[src/design/abrp_pkg.sv]
package abrp_pkg;

  typedef enum logic [2:0] {
    CMD_MULTI      = 3'd0,
    CMD_SINGLE     = 3'd1,
    CMD_RECOVER    = 3'd2,
    CMD_RECOV_WAIT = 3'd3,
    CMD_DONE_OK    = 3'd4,
    CMD_DONE_ERR   = 3'd5
  } cmd_kind_t;

  localparam logic [1:0] REG_MAX_BURST   = 2'd0;
  localparam logic [1:0] REG_RETRY_LIMIT = 2'd1;
  localparam logic [1:0] REG_STREAK_GOAL = 2'd2;

  localparam logic [3:0] RETRY_LIMIT_RST = 4'd5;
  localparam logic [7:0] STREAK_GOAL_RST = 8'd32;

  localparam int QUEUE_DEPTH = 4;
  localparam int QPTR_W      = $clog2(QUEUE_DEPTH);

  typedef struct packed {
    logic       en;
    logic [1:0] idx;
    logic [7:0] data;
  } cfg_wr_t;

  typedef struct packed {
    logic [7:0] max_burst;
    logic [3:0] retry_limit;
    logic [7:0] streak_goal;
  } cfg_regs_t;

  typedef struct packed {
    logic        two_res;
    cmd_kind_t   kind0;
    cmd_kind_t   kind1;
    logic [30:0] sector;
    logic [7:0]  length;
  } plan_t;

endpackage

[src/design/abrp_if.sv]
interface abrp_in_if;
  logic        valid;
  logic        ready;
  logic        req_type;
  logic [30:0] start_sector;
  logic [31:0] sector_count;
  logic        outcome_ok;

  modport source(output valid, req_type, start_sector, sector_count, outcome_ok,
                 input ready);
  modport sink(input valid, req_type, start_sector, sector_count, outcome_ok,
               output ready);
endinterface

interface abrp_out_if;
  logic        valid;
  logic        ready;
  logic [2:0]  cmd_kind;
  logic [30:0] cmd_sector;
  logic [7:0]  cmd_length;
  logic        last_of_run;

  modport source(output valid, cmd_kind, cmd_sector, cmd_length, last_of_run,
                 input ready);
  modport sink(input valid, cmd_kind, cmd_sector, cmd_length, last_of_run,
               output ready);
endinterface

[src/design/abrp_front.sv]
module abrp_front #(
  parameter int MAX_BURST_SECTORS = 128
) (
  input  logic               clk,
  input  logic               rst_n,
  abrp_in_if.sink            in_ch,
  input  abrp_pkg::cfg_wr_t  cfg_wr,
  output abrp_pkg::cfg_regs_t cfg_regs,
  input  logic               q_full,
  output logic               q_push,
  output abrp_pkg::plan_t    q_data
);

  localparam logic [7:0] MAX_B = 8'(MAX_BURST_SECTORS);

  typedef enum logic [1:0] {
    PH_IDLE   = 2'd0,
    PH_MULTI  = 2'd1,
    PH_SINGLE = 2'd2
  } phase_t;

  phase_t      phase_r, phase_nxt;
  logic [7:0]  burst_r, burst_nxt;
  logic [7:0]  streak_r, streak_nxt;
  logic [30:0] sector_r, sector_nxt;
  logic [31:0] left_r, left_nxt;
  logic [7:0]  issued_r, issued_nxt;
  logic [3:0]  attempt_r, attempt_nxt;
  logic [7:0]  max_burst_r;
  logic [3:0]  retry_limit_r;
  logic [7:0]  streak_goal_r;

  logic        accept;
  logic        do_good, do_adv, do_issue;
  logic [7:0]  streak_inc;
  logic [8:0]  burst_dbl;
  logic [7:0]  chunk;
  logic [3:0]  attempt_inc;
  logic [7:0]  max_wr;

  assign in_ch.ready = !q_full;
  assign accept      = in_ch.valid && !q_full;

  assign cfg_regs.max_burst   = max_burst_r;
  assign cfg_regs.retry_limit = retry_limit_r;
  assign cfg_regs.streak_goal = streak_goal_r;

  always_comb begin
    if (cfg_wr.data == 8'd0) begin
      max_wr = 8'd1;
    end else if (cfg_wr.data > MAX_B) begin
      max_wr = MAX_B;
    end else begin
      max_wr = cfg_wr.data;
    end
  end

  always_comb begin
    phase_nxt      = phase_r;
    burst_nxt      = burst_r;
    streak_nxt     = streak_r;
    sector_nxt     = sector_r;
    left_nxt       = left_r;
    issued_nxt     = issued_r;
    attempt_nxt    = attempt_r;
    q_push         = 1'b0;
    q_data.two_res = 1'b0;
    q_data.kind0   = abrp_pkg::CMD_RECOVER;
    q_data.kind1   = abrp_pkg::CMD_DONE_OK;
    q_data.sector  = '0;
    q_data.length  = '0;
    do_good        = 1'b0;
    do_adv         = 1'b0;
    do_issue       = 1'b0;
    streak_inc     = streak_r + 8'd1;
    burst_dbl      = '0;
    chunk          = '0;
    attempt_inc    = attempt_r + 4'd1;

    if (accept) begin
      if (!in_ch.req_type) begin
        sector_nxt = in_ch.start_sector;
        left_nxt   = in_ch.sector_count;
        do_issue   = 1'b1;
      end else begin
        case (phase_r)
          PH_MULTI, PH_SINGLE: begin
            if (in_ch.outcome_ok) begin
              do_good  = 1'b1;
              do_adv   = 1'b1;
              do_issue = 1'b1;
            end else begin
              q_push         = 1'b1;
              q_data.two_res = 1'b1;
              burst_nxt      = 8'd1;
              streak_nxt     = 8'd0;
              if (phase_r == PH_MULTI) begin
                q_data.kind0  = abrp_pkg::CMD_RECOVER;
                q_data.kind1  = abrp_pkg::CMD_SINGLE;
                q_data.sector = sector_r;
                q_data.length = 8'd1;
                phase_nxt     = PH_SINGLE;
                issued_nxt    = 8'd1;
                attempt_nxt   = 4'd0;
              end else begin
                q_data.kind0 = abrp_pkg::CMD_RECOV_WAIT;
                attempt_nxt  = attempt_inc;
                if (attempt_inc < retry_limit_r) begin
                  q_data.kind1  = abrp_pkg::CMD_SINGLE;
                  q_data.sector = sector_r;
                  q_data.length = 8'd1;
                  issued_nxt    = 8'd1;
                end else begin
                  q_data.kind1 = abrp_pkg::CMD_DONE_ERR;
                  phase_nxt    = PH_IDLE;
                  issued_nxt   = 8'd0;
                  attempt_nxt  = 4'd0;
                end
              end
            end
          end
          default: begin
          end
        endcase
      end
    end

    if (do_good) begin
      if (burst_r == max_burst_r) begin
        streak_nxt = 8'd0;
      end else if (streak_inc >= streak_goal_r) begin
        streak_nxt = 8'd0;
        burst_dbl  = {burst_r, 1'b0};
        burst_nxt  = (burst_dbl > {1'b0, max_burst_r}) ? max_burst_r : burst_dbl[7:0];
      end else begin
        streak_nxt = streak_inc;
      end
    end

    if (do_adv) begin
      sector_nxt = sector_r + {23'd0, issued_r};
      left_nxt   = left_r - {24'd0, issued_r};
    end

    if (do_issue) begin
      q_push = 1'b1;
      if (left_nxt == 32'd0) begin
        phase_nxt    = PH_IDLE;
        issued_nxt   = 8'd0;
        q_data.kind1 = abrp_pkg::CMD_DONE_OK;
      end else begin
        chunk       = ({24'd0, burst_nxt} < left_nxt) ? burst_nxt : left_nxt[7:0];
        attempt_nxt = 4'd0;
        issued_nxt  = chunk;
        q_data.sector = sector_nxt;
        if (chunk > 8'd1) begin
          phase_nxt     = PH_MULTI;
          q_data.kind1  = abrp_pkg::CMD_MULTI;
          q_data.length = chunk;
        end else begin
          phase_nxt     = PH_SINGLE;
          q_data.kind1  = abrp_pkg::CMD_SINGLE;
          q_data.length = 8'd1;
        end
      end
    end
  end

  always_ff @(posedge clk) begin
    if (!rst_n) begin
      phase_r       <= PH_IDLE;
      burst_r       <= MAX_B;
      streak_r      <= '0;
      sector_r      <= '0;
      left_r        <= '0;
      issued_r      <= '0;
      attempt_r     <= '0;
      max_burst_r   <= MAX_B;
      retry_limit_r <= abrp_pkg::RETRY_LIMIT_RST;
      streak_goal_r <= abrp_pkg::STREAK_GOAL_RST;
    end else if (cfg_wr.en) begin
      case (cfg_wr.idx)
        abrp_pkg::REG_MAX_BURST: begin
          max_burst_r <= max_wr;
          if (burst_r > max_wr) begin
            burst_r <= max_wr;
          end
        end
        abrp_pkg::REG_RETRY_LIMIT: retry_limit_r <= cfg_wr.data[3:0];
        abrp_pkg::REG_STREAK_GOAL: streak_goal_r <= cfg_wr.data;
        default: begin
        end
      endcase
    end else begin
      phase_r   <= phase_nxt;
      burst_r   <= burst_nxt;
      streak_r  <= streak_nxt;
      sector_r  <= sector_nxt;
      left_r    <= left_nxt;
      issued_r  <= issued_nxt;
      attempt_r <= attempt_nxt;
    end
  end

endmodule

[src/design/abrp_queue.sv]
module abrp_queue (
  input  logic            clk,
  input  logic            rst_n,
  input  logic            push,
  input  abrp_pkg::plan_t push_data,
  output logic            full,
  input  logic            pop,
  output logic            not_empty,
  output abrp_pkg::plan_t head
);

  localparam int CNT_W = $clog2(abrp_pkg::QUEUE_DEPTH + 1);

  abrp_pkg::plan_t                  slot_r [abrp_pkg::QUEUE_DEPTH];
  logic [abrp_pkg::QPTR_W-1:0]      wr_ptr_r, rd_ptr_r;
  logic [CNT_W-1:0]                 count_r, count_nxt;

  assign full      = (count_r == CNT_W'(abrp_pkg::QUEUE_DEPTH));
  assign not_empty = (count_r != '0);
  assign head      = slot_r[rd_ptr_r];

  always_comb begin
    count_nxt = count_r;
    if (push && !pop) begin
      count_nxt = count_r + CNT_W'(1);
    end else if (pop && !push) begin
      count_nxt = count_r - CNT_W'(1);
    end
  end

  always_ff @(posedge clk) begin
    if (push) begin
      slot_r[wr_ptr_r] <= push_data;
    end
  end

  always_ff @(posedge clk) begin
    if (!rst_n) begin
      wr_ptr_r <= '0;
      rd_ptr_r <= '0;
      count_r  <= '0;
    end else begin
      if (push) begin
        wr_ptr_r <= wr_ptr_r + abrp_pkg::QPTR_W'(1);
      end
      if (pop) begin
        rd_ptr_r <= rd_ptr_r + abrp_pkg::QPTR_W'(1);
      end
      count_r <= count_nxt;
    end
  end

endmodule

[src/design/abrp_back.sv]
module abrp_back (
  input  logic            clk,
  input  logic            rst_n,
  input  logic            q_valid,
  input  abrp_pkg::plan_t q_head,
  output logic            q_pop,
  abrp_out_if.source      out_ch
);

  logic                valid_r;
  abrp_pkg::cmd_kind_t kind_r;
  logic [30:0]         sector_r;
  logic [7:0]          length_r;
  logic                last_r;
  logic                pend_r;
  abrp_pkg::cmd_kind_t pend_kind_r;
  logic [30:0]         pend_sector_r;
  logic [7:0]          pend_length_r;
  logic                load;

  assign load  = !valid_r || out_ch.ready;
  assign q_pop = load && !pend_r && q_valid;

  assign out_ch.valid       = valid_r;
  assign out_ch.cmd_kind    = kind_r;
  assign out_ch.cmd_sector  = sector_r;
  assign out_ch.cmd_length  = length_r;
  assign out_ch.last_of_run = last_r;

  always_ff @(posedge clk) begin
    if (!rst_n) begin
      valid_r <= 1'b0;
      pend_r  <= 1'b0;
    end else if (load) begin
      if (pend_r) begin
        valid_r  <= 1'b1;
        pend_r   <= 1'b0;
        kind_r   <= pend_kind_r;
        sector_r <= pend_sector_r;
        length_r <= pend_length_r;
        last_r   <= 1'b1;
      end else if (q_valid) begin
        valid_r <= 1'b1;
        if (q_head.two_res) begin
          pend_r        <= 1'b1;
          pend_kind_r   <= q_head.kind1;
          pend_sector_r <= q_head.sector;
          pend_length_r <= q_head.length;
          kind_r        <= q_head.kind0;
          sector_r      <= '0;
          length_r      <= '0;
          last_r        <= 1'b0;
        end else begin
          kind_r   <= q_head.kind1;
          sector_r <= q_head.sector;
          length_r <= q_head.length;
          last_r   <= 1'b1;
        end
      end else begin
        valid_r <= 1'b0;
      end
    end
  end

endmodule

[src/design/adaptive_burst_read_planner.sv]
// Adaptive burst read planner. Start requests and read outcomes arrive as
// transactions on in_ch; the read, recover and completion commands leave as
// transactions on out_ch, one command per transaction, with last_of_run set
// on the final command caused by an input transaction.
// The front end accepts an input transaction, updates the planning state and
// writes a plan entry into a four-entry queue; the back end turns each entry
// into one or two output transactions through an output register.
// An input that yields a command passes through a queue slot and the output
// register on its way to out_ch. One input is taken every cycle while the
// queue has room; an entry with two commands holds the output register for
// both in turn; out_ch gives one transaction per cycle while ready is high.
// When the receiver stalls, the output register holds its transaction, the
// queue fills and in_ch.ready falls once all four entries are occupied.
// The user must write registers through the APB port only while idle; the
// block does not check this. Reset clears the queue, the output register and
// the planning state, and returns the registers to their reset values.
module adaptive_burst_read_planner #(
  parameter int MAX_BURST_SECTORS = 128
) (
  input  logic        clk,
  input  logic        rst_n,
  abrp_in_if.sink     in_ch,
  abrp_out_if.source  out_ch,
  input  logic        psel,
  input  logic        penable,
  input  logic        pwrite,
  input  logic [3:0]  paddr,
  input  logic [31:0] pwdata,
  output logic [31:0] prdata,
  output logic        pready
);

  abrp_pkg::cfg_wr_t   cfg_wr;
  abrp_pkg::cfg_regs_t cfg_regs;
  abrp_pkg::plan_t     push_data;
  abrp_pkg::plan_t     head;
  logic                q_full, q_push, q_pop, q_valid;

  assign pready      = 1'b1;
  assign cfg_wr.en   = psel && penable && pwrite;
  assign cfg_wr.idx  = paddr[3:2];
  assign cfg_wr.data = pwdata[7:0];

  always_comb begin
    case (paddr[3:2])
      abrp_pkg::REG_MAX_BURST:   prdata = {24'd0, cfg_regs.max_burst};
      abrp_pkg::REG_RETRY_LIMIT: prdata = {28'd0, cfg_regs.retry_limit};
      abrp_pkg::REG_STREAK_GOAL: prdata = {24'd0, cfg_regs.streak_goal};
      default:                   prdata = '0;
    endcase
  end

  abrp_front #(
    .MAX_BURST_SECTORS(MAX_BURST_SECTORS)
  ) u_front (
    .clk      (clk),
    .rst_n    (rst_n),
    .in_ch    (in_ch),
    .cfg_wr   (cfg_wr),
    .cfg_regs (cfg_regs),
    .q_full   (q_full),
    .q_push   (q_push),
    .q_data   (push_data)
  );

  abrp_queue u_queue (
    .clk       (clk),
    .rst_n     (rst_n),
    .push      (q_push),
    .push_data (push_data),
    .full      (q_full),
    .pop       (q_pop),
    .not_empty (q_valid),
    .head      (head)
  );

  abrp_back u_back (
    .clk     (clk),
    .rst_n   (rst_n),
    .q_valid (q_valid),
    .q_head  (head),
    .q_pop   (q_pop),
    .out_ch  (out_ch)
  );

endmodule

[src/flat_wrapper.sv]
// flat-port wrapper written by rule: the top's interface ports become plain ports
module adaptive_burst_read_planner_flat 
#(
  parameter int MAX_BURST_SECTORS = 128
)
  (clk, rst_n, psel, penable, pwrite, paddr, pwdata, prdata, pready, in_ch_valid, in_ch_req_type, in_ch_start_sector, in_ch_sector_count, in_ch_outcome_ok, in_ch_ready, out_ch_valid, out_ch_cmd_kind, out_ch_cmd_sector, out_ch_cmd_length, out_ch_last_of_run, out_ch_ready);
  abrp_in_if in_ch_i ();
  abrp_out_if out_ch_i ();
  input  logic clk;
  input  logic rst_n;
  input  logic psel;
  input  logic penable;
  input  logic pwrite;
  input  logic [3:0] paddr;
  input  logic [31:0] pwdata;
  output logic [31:0] prdata;
  output logic pready;
  input wire logic [$bits(in_ch_i.valid)-1:0] in_ch_valid;
  input wire logic [$bits(in_ch_i.req_type)-1:0] in_ch_req_type;
  input wire logic [$bits(in_ch_i.start_sector)-1:0] in_ch_start_sector;
  input wire logic [$bits(in_ch_i.sector_count)-1:0] in_ch_sector_count;
  input wire logic [$bits(in_ch_i.outcome_ok)-1:0] in_ch_outcome_ok;
  output wire logic [$bits(in_ch_i.ready)-1:0] in_ch_ready;
  output wire logic [$bits(out_ch_i.valid)-1:0] out_ch_valid;
  output wire logic [$bits(out_ch_i.cmd_kind)-1:0] out_ch_cmd_kind;
  output wire logic [$bits(out_ch_i.cmd_sector)-1:0] out_ch_cmd_sector;
  output wire logic [$bits(out_ch_i.cmd_length)-1:0] out_ch_cmd_length;
  output wire logic [$bits(out_ch_i.last_of_run)-1:0] out_ch_last_of_run;
  input wire logic [$bits(out_ch_i.ready)-1:0] out_ch_ready;
  assign in_ch_i.valid = in_ch_valid;
  assign in_ch_i.req_type = in_ch_req_type;
  assign in_ch_i.start_sector = in_ch_start_sector;
  assign in_ch_i.sector_count = in_ch_sector_count;
  assign in_ch_i.outcome_ok = in_ch_outcome_ok;
  assign in_ch_ready = in_ch_i.ready;
  assign out_ch_valid = out_ch_i.valid;
  assign out_ch_cmd_kind = out_ch_i.cmd_kind;
  assign out_ch_cmd_sector = out_ch_i.cmd_sector;
  assign out_ch_cmd_length = out_ch_i.cmd_length;
  assign out_ch_last_of_run = out_ch_i.last_of_run;
  assign out_ch_i.ready = out_ch_ready;
  adaptive_burst_read_planner #(.MAX_BURST_SECTORS(MAX_BURST_SECTORS)) u_core (.clk(clk), .rst_n(rst_n), .in_ch(in_ch_i), .out_ch(out_ch_i), .psel(psel), .penable(penable), .pwrite(pwrite), .paddr(paddr), .pwdata(pwdata), .prdata(prdata), .pready(pready));
endmodule
[config.mk]
export PLATFORM = sky130hd
export DESIGN_NAME = adaptive_burst_read_planner_flat
export DESIGN_NICKNAME = d
export VERILOG_FILES = /design/src/design/abrp_pkg.sv /design/src/design/abrp_if.sv /design/src/design/abrp_front.sv /design/src/design/abrp_queue.sv /design/src/design/abrp_back.sv /design/src/design/adaptive_burst_read_planner.sv /design/src/flat_wrapper.sv
export SDC_FILE = /design/constraint.sdc
export NUM_CORES = 1
export LEC_CHECK = 0
export BUFFER_PORTS_ARGS = -buffer_cell sky130_fd_sc_hd__buf_2
export CAP_MARGIN = 20
export CELL_PAD_IN_SITES_DETAIL_PLACEMENT = 1
export CELL_PAD_IN_SITES_GLOBAL_PLACEMENT = 1
export CORE_MARGIN = 2
export CORE_UTILIZATION = 31
export CTS_BUF_LIST = sky130_fd_sc_hd__clkbuf_8
export DETAILED_ROUTE_END_ITERATION = 6
export GPL_TIMING_DRIVEN = 0
export PLACE_DENSITY = 0.61
export SETUP_SLACK_MARGIN = 0.4
export SLEW_MARGIN = 25
export SYNTH_ARGS = -nofsm -noshare
export SYNTH_HDL_FRONTEND = slang
export SYNTH_SLANG_ARGS = --single-unit
[constraint.sdc]
create_clock -name clk -period 6.3 [get_ports clk]
set_input_delay 1.26 -clock clk [delete_from_list [all_inputs] [get_ports clk]]
set_output_delay 1.26 -clock clk [all_outputs]
set_load 0.05 [all_outputs]
Word-level counts from Yosys, hierarchy flattened
Memories as Yosys holds them, arrays and structs flattened. A register that Yosys moved wholly into a read port is not among the register bits.
Cells that the tools add are included.
{"block": "word_totals", "reg_bits": 207, "latch_bits": 0, "mem_bits_rw": 184, "romBits": 0, "output_inout_bits": 78, "word_cells": 184, "memories": 1}
{"block": "op_classes", "n_addsub": 8, "mul": 0, "n_div": 0, "n_lt_le_gt_ge": 7, "n_eq_ne": 11, "n_shift": 0, "muxes": 98, "n_bitwise": 2, "reduce_logical": 35}
{"memory": "u_core.u_queue.slot_r", "depth": 4, "width": 46, "read_ports": 1, "rd_clocked_by_memory_dff": 1, "write_ports": 1, "line_no": "abrp_queue.sv:14", "rtl": "abrp_pkg::plan_t slot_r [abrp_pkg::QUEUE_DEPTH];"}
{"cell": "$mux 8", "count": 31}
{"cell": "$mux 31", "count": 6}
{"cell": "$mux 46", "count": 4}
{"cell": "$mux 32", "count": 3}
{"cell": "$mux 39", "count": 2}
{"cell": "$mux 43", "count": 1}
{"cell": "$mux 42", "count": 1}
{"cell": "$logic_not 32->1", "count": 1}
{"cell": "$lt 8x32->1", "count": 1}
{"cell": "$mux 4", "count": 8}
{"cell": "$sub 32x8->32", "count": 1}
{"cell": "$add 31x8->31", "count": 1}
{"cell": "$pmux 8 s3", "count": 1}
{"cell": "$mux 1", "count": 23}
{"cell": "$mux 2", "count": 11}
{"cell": "$mux 3", "count": 7}
{"cell": "$reduce_bool 2->1", "count": 8}
{"cell": "$reduce_and 5->1", "count": 3}
{"cell": "$gt 9x8->1", "count": 1}
{"cell": "$add 8x1->8 const B", "count": 1}
{"cell": "$eq 8x8->1", "count": 1}
{"cell": "$ge 8x8->1", "count": 1}
{"cell": "$gt 8x1->1 const B", "count": 1}
{"cell": "$gt 8x8->1", "count": 1}
{"cell": "other kinds (23)", "count": 42}

Depth between registers and ports, before layout
{"block": "logic_depth", "word_depth": 14, "mapped_depth": 23, "ltp_nobuf": 21}

By module
A second synthesis with hierarchy kept.
{"block": "hier_totals", "cells_unflattened": 1688, "hier_area_um2": 19497.4}
{"module": "abrp_front", "instances": 1, "cells_each": 1200, "area_per_inst_um2": 8843.5}
{"module": "abrp_queue", "instances": 1, "cells_each": 283, "area_per_inst_um2": 7146.9}
{"module": "abrp_back", "instances": 1, "cells_each": 158, "area_per_inst_um2": 3148.0}
{"module": "adaptive_burst_read_planner", "instances": 1, "cells_each": 47, "area_per_inst_um2": 359.1}

Worst setup path before layout
Ideal clock, no wire load.
{"block": "synth_path", "path_kind": "input-to-reg", "from": "input in_ch_req_type", "to": "memory u_core.u_queue.slot_r[0][39] (netlist bit), data pin", "setup_time_ns": 0.263, "arrival_time_ns": 4.399, "slack_ns": 1.639, "stages": 17, "path_buffers": 4, "cell_sequence": "and3b_1 > nand3_1 > clkbuf_1 > clkbuf_1 > nor3_1 > buf_1 > mux2i_1 > ha_1 > o21a_1 > nor2_1 > nor3b_1 > nand4_1 > o211ai_1 > nand4_1 > buf_6 > mux2i_4 > a21o_1"}
{"item": "start: declaration", "line_no": "flat_wrapper.sv:19", "rtl": "input wire logic [$bits(in_ch_i.req_type)-1:0] in_ch_req_type;"}
{"item": "end: declaration", "line_no": "abrp_queue.sv:14"}

==> flow_summary.toml <==
[outcome]
status = "finished, final reports clean"

[synth]
synthAdderAreaFrac_pct = 4.037
synth.distinct_cells = 82
yosys.area_share.simple_pct = 14.02
async_flop_share_pct = 0
synthFlopType = "edfxtp_1"
yosys_warnings = 0
synthMuxAreaShare_pct = 7.577
syn_inst = 1825
synthXorXnorAreaFrac_pct = 1.646
ys_seq_area_share_pct = 53.09
synth_edf_count = 256
syn_avg_cell_area_um2 = 10.50
synth_area_um2 = 19160
synth_top_family_by_area = "compound AO/OA/AOI/OAI gates"
synth_seq_cells = 380
synth-compound-area-share_pct = 14.98

[drt]
routed_wl_um = 66240
detail_route.vias_per_cell = 5.333
dr.pass1.iters = 5
num_vias = 15475
drt_iter0_drc = 920
wl_per_cell_um = 22.82
post-route-drc-count = 0
ant_nets = 0

[place]
place_ws_ns = -0.1512
port_buffers = 133
dpl-instance-area_um2 = 21140
routabilityCongestion = 0.9107
dp.final_hpwl_um = 48730

[final_layout]
finalInstanceArea_um2 = 22470
multi_input_area_um2 = 8259
register_area_um2 = 10170
nets = 2229
area_delta_synth_final_pct = 17.32
nFillCells = 6905
final_cell_mix = "273 x nand2_1, 256 x edfxtp_1, 142 x buf_2"
drive_gt1_share_pct = 16.39
final_common_cell = "nand2_1"

[clock_network]
htree_num_levels = 3
cts_buffers = 69
cts_tree = "built"
cts_root_buf = "clkbuf_8"
clock_path_buffers = 3
cts_sinks = 380
clkLatencyLatePin_ns = 0.67
clkSlewWorstSetupHoldPaths_ns = 0.06

[global_route]
grt_pass1_vias = 15928
grt_first_pass_wirelength_um = 98800
grt_max_degree = 44
overflow = 0
antenna_found_initial = 1
grtUsageTotal_pct = 20.63

[flow_run]
maxCapViolations = 0

[floorplan]
die_h_um = 252.6
start_util_pct = 31.21
pin_count = 186
core_um2 = 61370
dieArea_um2 = 63800
die_width_um = 252.6
rows = 91

[timing]
drv_slew = 0
setup_viol = 0
period_minus_slack_ns = 5.754
tightest_slew_ns = 1.103
fmax_mhz = 173.8
postLayoutSetupSlackWorst_ns = 0.5457
finalHoldViolCount = 0
max_slew_margin_pct = 26.45
rsz0062_at_grt = "false"
clock_skew_ns = 0.04835
final.period_utilization_pct = 91.34

[critical_path]
slowest_stage = "a221oi_1"
crit_arrival_ns = 6.03
cp_top_family = "compound AO/OA/AOI/OAI gates"
worst_ep_required_time_ns = 6.58
end_kind = "flop"
crit_chain = "ha_1, inv_1, fa_1, a21o_1, a221oi_1, buf_2, o211ai_2, nand2b_4, o31a_1, a2111o_1, nor4_2, nand3_1, o21ai_2, buf_2, o21ai_0"
startpoint_type = "flop"
path_max_fanout = 10
r2r_slack_ns = 0.55
cp_num_buf_inv = 3
slowest_delay_ns = 0.57
cp_common_cell = "buf_2"
critPathKind = "flop to flop"

[power_and_ir_drop]
leakage_nw = 8.225
power_density_nw_per_um2 = 343.8
peakVddDrop_mv = 0.1314

[hold_path]
hp-class = "flop to flop"
==> synthesized netlist by cell type, drive strengths merged (10+ instances only) <==
cell type / number / area, um2
buf: 52 / 311.5
o21a: 17 / 127.6
a21oi: 115 / 575.6
clkbuf: 87 / 326.6
nor4: 17 / 118.9
nand2b: 12 / 82.58
mux2i: 47 / 483.0
dfxtp: 124 / 2482
a31oi: 20 / 125.1
nand2: 273 / 1025
a21o: 16 / 120.1
and3: 13 / 81.33
or3: 15 / 103.9
nor2: 144 / 543.0
nand3: 33 / 165.2
edfxtp: 256 / 7687
o22ai: 19 / 118.9
and2: 12 / 75.07
xor2: 12 / 105.1
xnor2: 24 / 210.2
ha: 57 / 713.2
a211oi: 26 / 200.2
nor3: 31 / 155.2
inv: 65 / 244.0
o21ai: 137 / 689.4
mux4: 42 / 945.9
nand4: 10 / 62.56
nor2b: 12 / 75.07
==> metal layers <==
metal | vias up | wire length, um | GRT usage, %
li1 | 7151 | - | -
met1 | 7770 | 29040 | 26.69
met2 | 446 | 31130 | 33.96
met3 | 108 | 3685 | 3.656
met4 | 0 | 2378 | 8.724
met5 | - | 0 | 0
==> tightest hold or removal path, stage by stage, from the launching register on <==
cell and delay, ns:
dfxtp_1 0.33, nand2_1 0.06, a21oi_1 0.05
==> flip-flops by register name, indices dropped and copies added (netlist names), 3 cells and up, named ones only <==
register,flops
u_core.u_front.streak_goal_r,8
u_core.u_back.out_ch.cmd_sector,31
u_core.u_front.left_r,32
u_core.u_back.pend_length_r,8
u_core.u_back.out_ch.cmd_kind,3
u_core.u_front.sector_r,31
u_core.u_front.max_burst_r,8
u_core.u_front.issued_r,8
u_core.u_front.burst_r,8
u_core.u_queue.count_r,3
u_core.u_queue.slot_r,172
u_core.u_front.attempt_r,4
u_core.u_back.out_ch.cmd_length,8
u_core.u_back.pend_sector_r,31
u_core.u_front.streak_r,8
u_core.u_front.retry_limit_r,4
==> final cells by class <==
cell class | count | share of cell area (%)
antenna | 1 | 0.01114
timing repair buffer | 142 | 3.831
clock inverter | 48 | 1.336
inverter | 65 | 1.086
tap | 790 | 4.398
clock buffer | 73 | 4.471
buffer | 139 | 2.862
multi-input combinational | 1264 | 36.75
sequential | 380 | 45.25
==> path summary, 6_finish.rpt <==
check,from,endpoint,cells past startpoint
worst max-delay path,u_core.u_front.issued_r[0],u_core.u_queue.slot_r[2][13],15
worst min-delay path,u_core.u_front.sector_r[14],u_core.u_front.sector_r[14],2
worst max register to register,u_core.u_front.issued_r[0],u_core.u_queue.slot_r[2][13],15
worst min register to register,u_core.u_front.sector_r[14],u_core.u_front.sector_r[14],2
==> kinds of logic (layout without fill, tap and decap cells) <==
kind of cell,count (synthesis),count (layout)
simple gates,598,598
compound gates,454,454
flops,380,380
buf+inv,204,467
mux,91,91
fa+ha+maj,60,60
xor+xnor,36,36
other cells,2,26
==> power by group <==
part,internal [W],switching (W)
Combinational,0.000710,0.00156
Clock,0.00117,0.00110
Sequential,0.00307,0.000122
==> through the flow <==
| step | util [%] | TNS, ns | hold slack, ns | cells | power, W |
|---|---|---|---|---|---|
| after floorplan | - | 0 | 0.4453 | 1848 | 0.004780 |
| after global placement | 34.05 | -15.75 | 0.4542 | 2771 | 0.005419 |
| after detailed placement | 34.44 | -2.488 | 0.4728 | 2780 | 0.005530 |
| after CTS | 36.57 | 0 | 0.4777 | 2901 | 0.007818 |
| after global routing | 36.62 | 0 | 0.5052 | 2902 | 0.008120 |
| final | 36.62 | 0 | 0.4813 | 2902 | 0.007726 |
==> what timing repair did <==
action | CTS | global route
endpoints found under the setup margin | 33 | 67
buffers inserted | 0 | 0
hold buffers | 0 | 0
gates resized for setup | 2 | 11
(Power assumes the default switching activity.)
